<file path="src/cht_fifo.sv">
`default_nettype none
// ----------------------------------------------------------------------------
// cht_fifo
// Small first-in first-out queue with push/full and pop/empty sides.
// ----------------------------------------------------------------------------
module cht_fifo #(
  parameter int WIDTH = 8,
  parameter int DEPTH = 2
) (
  input  logic             clk_i,
  input  logic             rst_ni,
  input  logic             push_i,
  output logic             full_o,
  input  logic [WIDTH-1:0] wdata_i,
  input  logic             pop_i,
  output logic             empty_o,
  output logic [WIDTH-1:0] rdata_o
);

  localparam int PW = (DEPTH > 1) ? $clog2(DEPTH) : 1;

  logic [WIDTH-1:0] mem_q [DEPTH];
  logic [PW-1:0]    wptr_q, wptr_d, rptr_q, rptr_d;
  logic [PW:0]      cnt_q, cnt_d;
  logic             do_push, do_pop;

  assign full_o  = (cnt_q == (PW+1)'(DEPTH));
  assign empty_o = (cnt_q == '0);
  assign do_push = push_i & ~full_o;
  assign do_pop  = pop_i & ~empty_o;
  assign rdata_o = mem_q[rptr_q];

  always_comb begin
    wptr_d = wptr_q;
    rptr_d = rptr_q;
    cnt_d  = cnt_q;
    if (do_push) begin
      wptr_d = (wptr_q == PW'(DEPTH-1)) ? '0 : wptr_q + 1'b1;
    end
    if (do_pop) begin
      rptr_d = (rptr_q == PW'(DEPTH-1)) ? '0 : rptr_q + 1'b1;
    end
    if (do_push && !do_pop) begin
      cnt_d = cnt_q + 1'b1;
    end else if (!do_push && do_pop) begin
      cnt_d = cnt_q - 1'b1;
    end
  end

  always_ff @(posedge clk_i or negedge rst_ni) begin
    if (!rst_ni) begin
      wptr_q <= '0;
      rptr_q <= '0;
      cnt_q  <= '0;
    end else begin
      wptr_q <= wptr_d;
      rptr_q <= rptr_d;
      cnt_q  <= cnt_d;
    end
  end

  always_ff @(posedge clk_i) begin
    if (do_push) begin
      mem_q[wptr_q] <= wdata_i;
    end
  end

endmodule
`default_nettype wire

</file>
<file path="config.mk">
export PLATFORM = sky130hd
export DESIGN_NAME = cht_fifo
export DESIGN_NICKNAME = d
export VERILOG_FILES = /design/src/cht_fifo.sv
export SDC_FILE = /design/constraint.sdc
export NUM_CORES = 1
export LEC_CHECK = 0
export ABC_AREA = 1
export BUFFER_PORTS_ARGS = -buffer_cell sky130_fd_sc_hd__buf_2
export CAP_MARGIN = 15
export CORE_AREA = 2 2 44 46
export DETAILED_ROUTE_END_ITERATION = 8
export DIE_AREA = 0 0 46 48
export PLACE_DENSITY = 0.73
export SYNTH_ARGS = -nofsm -noshare
export SYNTH_HDL_FRONTEND = slang
export SYNTH_SLANG_ARGS = --single-unit
</file>
<file path="constraint.sdc">
create_clock -name clk_i -period 4 [get_ports clk_i]
set_input_delay 0.2 -clock clk_i [delete_from_list [all_inputs] [get_ports clk_i]]
set_output_delay 0.2 -clock clk_i [all_outputs]
set_load 0.1 [all_outputs]
</file>
==> reports/summary.txt <==
Arrival time worst endpoint: 1.56 ns
Crit-path most repeated cell: nand2_1
Area contributors post-synth: edfxtp_1 (59%), nand2_1 (15%), dfrtp_1 (12%), inv_1 (3.2%), ha_1 (1.5%)
Status: finished, final reports clean
Synth top area share: 59.4%
Share of layout cells above drive strength 1: 27.6%
Worst hold path type: input pin to flop
Row Count: 15
FILL cells: 147
Vias: 548
Post-synth cell types: 14
Die ar.: 2210 um2
Post-route setup slack: 2.24 ns
CTS tree: built
Unrepaired setup endpoints after global routing: false
Final Critical Period: 1.76 ns
Layout Skew: 0.00765 ns
Synthesized cell area: 810 um2
Post-route ant nets: 0
Antenna Cells: 0
Core Region: 1690 um2
Post-CTS setup buffers: 0
Avg WL per Cell: 12.0 um
Worst Setup End Kind: primary output
CTS Sinks: 20
CTS clock-pin slew for the worst setup and hold paths: 0.11 ns
Detailed Place HPWL: 955 um
IO Pins: 22
Post-synthesis average cell area: 11.1 um2
Relative slew slack: 56.1%
Final Hold Fails: 0
Worst skew pair latency: 0.29 ns
Remaining DRCs: 0
Post-synthesis instance total: 73
Vias in the first global route: 460
Crit share post-route: 44.1%
Syn_nets: 86
Final setup vio count: 0
RD Place Congestion: 0.880
Grt ovf: 0
DP Worst Slack: 2.48 ns
Dpl cells: 110
DR pass1 iterations: 4
DRT Wirelength: 1380 um
Max clock buf depth: 2
Gr usage total: 14.1%
R2r startpoint: cnt_q[1]$_DFFE_PN0P_
Slew of the pin with the lowest slew margin: 0.656 ns
Num CTS Buffers: 3
Hold WS: 0.0934 ns
Non-Filler Instances: 115
Max frequency: 567 MHz
Vias per inst: 4.77
CP Data Required Time: 3.80 ns
P&R area growth vs syn: 19.5%
Fin. max-slew vios: 0
Port Buf Inserts: 21
Critical path startpoint: rptr_q$_DFFE_PN0P_
CP max stage delay: 0.51 ns
Initial Util: 47.9%
Warnings, synthesis: 0
Die W: 46 um
Post-synthesis sequential area ratio: 71.7%
H-tree depth: 1
First-pass GRT wire length: 2110 um
Most common cell after layout, fill and taps aside: nand2_1
Iter 0 DRT Violations: 18
Crit-path max FO: 10
CTS resizes: 0
Final Net Count: 112
CP Class: flop to primary output
Most frequent cells in the layout: nand2_1 (33), buf_2 (21), edfxtp_1 (16)
Startpoint Class: flop
Largest area contributor in the netlist: edfxtp_1
Worst-path cell chain: inv_2 -> nand2_1 -> nand2_1 -> buf_2
Hold path startpoint: wdata_i[7]
Clk root buf: clkbuf_4
Max-Cap Viols: 0
Synth Register Bits: 20
Largest net degree at the start of global routing: 12
Slowest CP cell: dfrtp_1
Initial antenna violation count: 0
Die Ht: 48 um
Setup_tns: 0 ns
## layout make-up
| type | count | area, um2 | share of cell area (%) |
|---|---|---|---|
| Sequential cell | 20 | 581 | 60.0 |
| Multi-Input combinational cell | 44 | 194 | 20.1 |
| Inverter | 8 | 30.0 | 3.10 |
| Timing Repair Buffer | 22 | 115 | 11.9 |
| Clock buffer | 4 | 26.3 | 2.72 |
| Tap cell | 17 | 21.3 | 2.20 |
## through the flow
step | util, % | area [um2]
5_1_grt | 57.3 | 967
3_3_place_gp | 55.1 | 931
2_1_floorplan | - | 810
4_1_cts | 57.3 | 967
3_5_place_dp | 55.1 | 931
6_report | 57.3 | 967
## state kept, by name, indices dropped and copies added, names as in the netlist
name	count
mem_q	16
rptr_q	1
wptr_q	1
cnt_q	2
## worst max-delay path: cells and delay by family (launching register included)
| kind | cells | cell delay [ns] |
|---|---|---|
| buf+inv | 2 | 0.62 |
| flops | 1 | 0.51 |
| simple gates | 2 | 0.14 |
## Yosys cell counts
cell type / count
nand2_1: 33
dfrtp_1: 4
ha_1: 1
edfxtp_1: 16
nor2_2: 2
nor2_1: 2
o21ai_0: 2
buf_2: 1
inv_1: 7
inv_2: 1
nand3b_1: 1
nand3_1: 1
xnor2_1: 1
nand4_1: 1
## routing by layer
metal	up-vias	part of all wire, %	GRT usage, %
li1	283	-	-
met1	237	44	19.5
met2	26	48	21.9
met3	2	7.0	2.26
met4	0	0.65	6.86
met5	-	0	0
## cells by family (layout without fill, tap and decap cells)
| family | Yosys count | in the layout | share of synthesized area (%) |
|---|---|---|---|
| compound gates | 2 | 2 | 1.24 |
| fa+ha+maj | 1 | 1 | 1.55 |
| simple gates | 40 | 40 | 20.1 |
| buf+inv | 9 | 34 | 4.33 |
| flops | 20 | 20 | 71.7 |
| xor+xnor | 1 | 1 | 1.08 |
## repair_timing
action / in CTS / in global routing
hold endpoints to repair: 4 / 0
setup endpoints to repair: 0 / 0
hold buffers: 1 / 0
## worst paths after layout
kind,end,slack (ns),cells after the start
max,rdata_o[3],2.24,4
min,mem_q[0][7]$_DFFE_PP_,0.09,1
max reg2reg,mem_q[1][2]$_DFFE_PP_,2.48,3
min reg2reg,wptr_q$_DFFE_PN0N_,0.51,2
max in group asynchronous,rptr_q$_DFFE_PN0P_,3.64,2
min in group asynchronous,cnt_q[0]$_DFFE_PN0P_,0.24,2
Power is left out: the tool's default activity adds up to more than one toggle a clock period on the data nets, which glitch-free logic cannot reach.
