[src/cht_pkg.sv]
`default_nettype none
// ----------------------------------------------------------------------------
// cht_pkg
// Shared types and codes of the cubic Hermite interpolator: item kinds,
// result status codes, the queued work item and the result record.
// ----------------------------------------------------------------------------
package cht_pkg;

  localparam int IDX_W  = 4;
  localparam int VAL_W  = 32;
  localparam int TIME_W = 31;

  typedef enum logic [2:0] {
    K_LOAD     = 3'd0,
    K_EVAL     = 3'd1,
    K_REJECT   = 3'd2,
    K_SKIP     = 3'd3,
    K_EVAL_OOB = 3'd4
  } kind_e;

  typedef enum logic [1:0] {
    ST_OK     = 2'd0,
    ST_REJECT = 2'd1,
    ST_SAT    = 2'd2
  } status_e;

  typedef struct packed {
    kind_e              kind;
    logic [IDX_W-1:0]   idx;
    logic [32:0]        diff_a;  // q0 - qh
    logic [32:0]        sum_a;   // dq0 + dqh
    logic [34:0]        diff_b;  // 3 * (qh - q0)
    logic [34:0]        nsum_b;  // -(2 * dq0 + dqh)
    logic [VAL_W-1:0]   q0;
    logic [VAL_W-1:0]   dq0;
    logic [TIME_W-1:0]  tm;
  } item_t;

  typedef struct packed {
    logic [IDX_W-1:0] idx;
    logic [VAL_W-1:0] value;
    status_e          status;
  } res_t;

endpackage
`default_nettype wire

[src/cht_front.sv]
`default_nettype none
// ----------------------------------------------------------------------------
// cht_front
// Classifies an incoming item (load, evaluate, rejected load, out-of-table
// access) and forms the differences and sums that the load arithmetic needs.
// ----------------------------------------------------------------------------
module cht_front #(
  parameter int ENTRIES = 16
) (
  input  logic                 func_i,
  input  logic [3:0]           index_i,
  input  logic signed [31:0]   start_value_i,
  input  logic signed [31:0]   start_slope_i,
  input  logic signed [31:0]   end_value_i,
  input  logic signed [31:0]   end_slope_i,
  input  logic [30:0]          step_time_i,
  output cht_pkg::item_t       item_o
);

  import cht_pkg::*;

  logic        in_range;
  logic [32:0] dv;
  logic [34:0] sb;

  assign in_range = (int'(index_i) < ENTRIES);

  always_comb begin
    dv = {end_value_i[31], end_value_i} - {start_value_i[31], start_value_i};
    sb = {{2{start_slope_i[31]}}, start_slope_i, 1'b0}
       + {{3{end_slope_i[31]}}, end_slope_i};
    item_o.idx    = index_i;
    item_o.diff_a = {start_value_i[31], start_value_i} - {end_value_i[31], end_value_i};
    item_o.sum_a  = {start_slope_i[31], start_slope_i} + {end_slope_i[31], end_slope_i};
    item_o.diff_b = {{2{dv[32]}}, dv} + {dv[32], dv, 1'b0};
    item_o.nsum_b = '0 - sb;
    item_o.q0     = start_value_i;
    item_o.dq0    = start_slope_i;
    item_o.tm     = step_time_i;
    if (!func_i) begin
      if (step_time_i == '0) begin
        item_o.kind = K_REJECT;
      end else if (in_range) begin
        item_o.kind = K_LOAD;
      end else begin
        item_o.kind = K_SKIP;
      end
    end else begin
      item_o.kind = in_range ? K_EVAL : K_EVAL_OOB;
    end
  end

endmodule
`default_nettype wire

[config.mk]
export PLATFORM = sky130hd
export DESIGN_NAME = cht_front
export DESIGN_NICKNAME = d
export VERILOG_FILES = /design/src/cht_pkg.sv /design/src/cht_front.sv
export SDC_FILE = /design/constraint.sdc
export NUM_CORES = 1
export LEC_CHECK = 0
export ABC_AREA = 1
export BUFFER_PORTS_ARGS = -buffer_cell sky130_fd_sc_hd__buf_2
export CAP_MARGIN = 20
export CELL_PAD_IN_SITES_DETAIL_PLACEMENT = 1
export CELL_PAD_IN_SITES_GLOBAL_PLACEMENT = 2
export CORE_MARGIN = 4
export CORE_UTILIZATION = 23
export DETAILED_ROUTE_END_ITERATION = 16
export GPL_ROUTABILITY_DRIVEN = 0
export PLACE_DENSITY_LB_ADDON = 0.1
export SLEW_MARGIN = 20
export SYNTH_ARGS = -nofsm -noshare
export SYNTH_HDL_FRONTEND = slang
export SYNTH_SLANG_ARGS = --single-unit
[constraint.sdc]
create_clock -name vclk -period 5
set_input_delay 1 -clock vclk [all_inputs]
set_output_delay 1 -clock vclk [all_outputs]
set_load 0.02 [all_outputs]
==> reports/summary.txt <==
Status = finished with violations
Failing checks = negative setup slack
WP data arrival = 4170 ps
CP Capture Type = output pin
Slowest stage cell, crit path = fa_2
Pwr Density = 309 nW/µm²
Grt ovf = 0
Dominant cells by area after synthesis = ha_1, nand2_1, inv_1
Total GRT Usage = 0.194
Setup TNS = -1740 ps
Vias in the first global route = 15100
CP peak stage delay = 360 ps
Yosys top cell area share = 0.229
Post-synth top cells = nand2_1, inv_1, ha_1, a21oi_1, nor2_1
Worst hold start = index_i[1]
Ys Warns = 0
Final WS setup = -168 ps
RSZ-0062 raised after global routing = yes
WHS Endpoint = item_o[232]
Worst Hold Class = input port to output pin
Worst-margin pin slew = 573 ps
Port Buffer Count = 393
Post-Syn Instances = 1754
Register Area = 0 µm²
Minimum clock period = 5170 ps
First-pass GRT wire length = 78700 µm
Cells along the critical path = buf_8 > inv_4 > ha_4 > inv_4 > fa_2 > buf_6 > buf_12 > a31o_4 > xor2_1 > buf_4 > ha_4 > buf_4 > nand2_2 > o21ai_2 > a21oi_2 > nand2_2 > nand4_1 > nand2_1 > nand2_1 > nand2_2 > xor2_1 > buf_4
Drt drc = 0
Mapped cell area = 10600 µm²
Count leader, synth = nand2_1
# setup viols final = 19
# rows = 78
Die ar. = 49400 µm²
Layout area overhead = 67.4%
Post-Route Utilization = 0.390
Worst EP required = 4000 ps
Worst hold stages = 0
Leakage Power = 9.38 nW
Initial antenna violation count = 0
Total wire length = 52200 µm
Final Cycle Share = 1.03
Min Hold Slack = 2000 ps
Yosys cell types = 50
Part of the Yosys area used for sequential elements = 0
Drt first pass iters = 4
Iteration-0 DRC Markers = 383
FMAX = 193 MHz
WS Path Type = input port to output pin
Share of cells above drive strength 1 = 0.469
Max-slew violation count = 0
Vias = 13700
Crit path launch type = input port
Die width = 222 µm
Starting Density = 0.233
Worst slew margin = 0.618
Area occupied by multi-input gates = 10500 µm²
Avg Cell Area, Syn = 6.02 µm²
Fin. Hold Viols = 0
Post-DR vias/cell = 4.56
Yosys top cell by area = ha_1
Core Box Area = 45400 µm²
Flip-flop and latch count = 0
Fill cells = 5865
Critical Path Fanout Max = 3
Clock buffer count = 0
Pin count of the biggest net entering global routing = 9
Wire per inst = 17.4 µm
I/O pins = 402
MaxCap Viol Count = 0
Die H = 222 µm
Antenna diodes = 0
Syn_nets = 2116
HPWL after DPL = 46300 µm
Peak supply drop = 0.172 mV
Routed Antenna Nets = 0
Final nets = 2769
## cell type report
cell class | instances | area share
inverters | 314 | 0.0677
multi-input cells | 1313 | 0.595
well taps | 600 | 0.0425
repair buffers | 778 | 0.295
## worst max path at each step
stage	from	to	slack (ps)
6_report	end_value_i[0]	item_o[155]	-170
3_5_place_dp	end_value_i[0]	item_o[152]	-680
3_3_place_gp	start_value_i[8]	item_o[158]	-640
4_1_cts	end_value_i[0]	item_o[155]	-160
5_1_grt	end_value_i[0]	item_o[155]	-390
2_1_floorplan	end_value_i[0]	item_o[160]	30
## through the flow
step | worst slack, ps | cell area (µm²) | instances | power, mW
6_report | -168 | 17700 | 3005 | 5.46
5_1_grt | -386 | 17700 | 3005 | 5.86
4_1_cts | -165 | 16700 | 2991 | 5.01
3_5_place_dp | -678 | 14900 | 2947 | 4.27
3_3_place_gp | -641 | 14900 | 2947 | 4.23
2_1_floorplan | 28.0 | 10600 | 1754 | 2.33
## routing by layer
metal / track usage / wire (µm)
met5: 0 / 0
met4: 0.0406 / 1410
met3: 0.00832 / 1320
met2: 0.396 / 28300
met1: 0.222 / 21200
## logic make-up after synthesis
logic type | count (synthesis) | synth area share
simple gates | 598 | 0.245
buf+inv | 441 | 0.196
compound gates | 373 | 0.202
fa+ha+maj | 198 | 0.238
xor+xnor | 143 | 0.119
other cells | 1 | 0.000355
## layout by cell type, fill, tap and decap left out, types with 57 or more instances in the layout
cell,Yosys,routed
buf_4,107,356
nand2_2,11,61
ha_1,193,149
o21ai_0,81,58
inv_1,308,283
a21oi_1,186,136
buf_6,0,57
nand2_1,310,229
nor2_1,155,116
buf_2,7,359
xor2_1,111,88
## worst max-delay path, delay by kind of cell
kind                       cells  cell delay [ps]
xor gates and xnor gates       2              280
and+or+nand+nor                6              710
AOI/OAI and AO/OA              3              480
buffers and inverters          8              890
adders and majority gates      3              800
## repair_timing
item | 4_1_cts | 5_1_grt
hold buffers | 0 | 0
gates resized for setup | 344 | 184
setup endpoints to repair | 24 | 28
pin swaps | 89 | 108
buffers inserted | 47 | 15
## power breakdown
group          internal, mW  switching [mW]
combinational          2.39            3.07
sequential                0               0
clock                     0               0
Power figures use the tool's default switching activity.
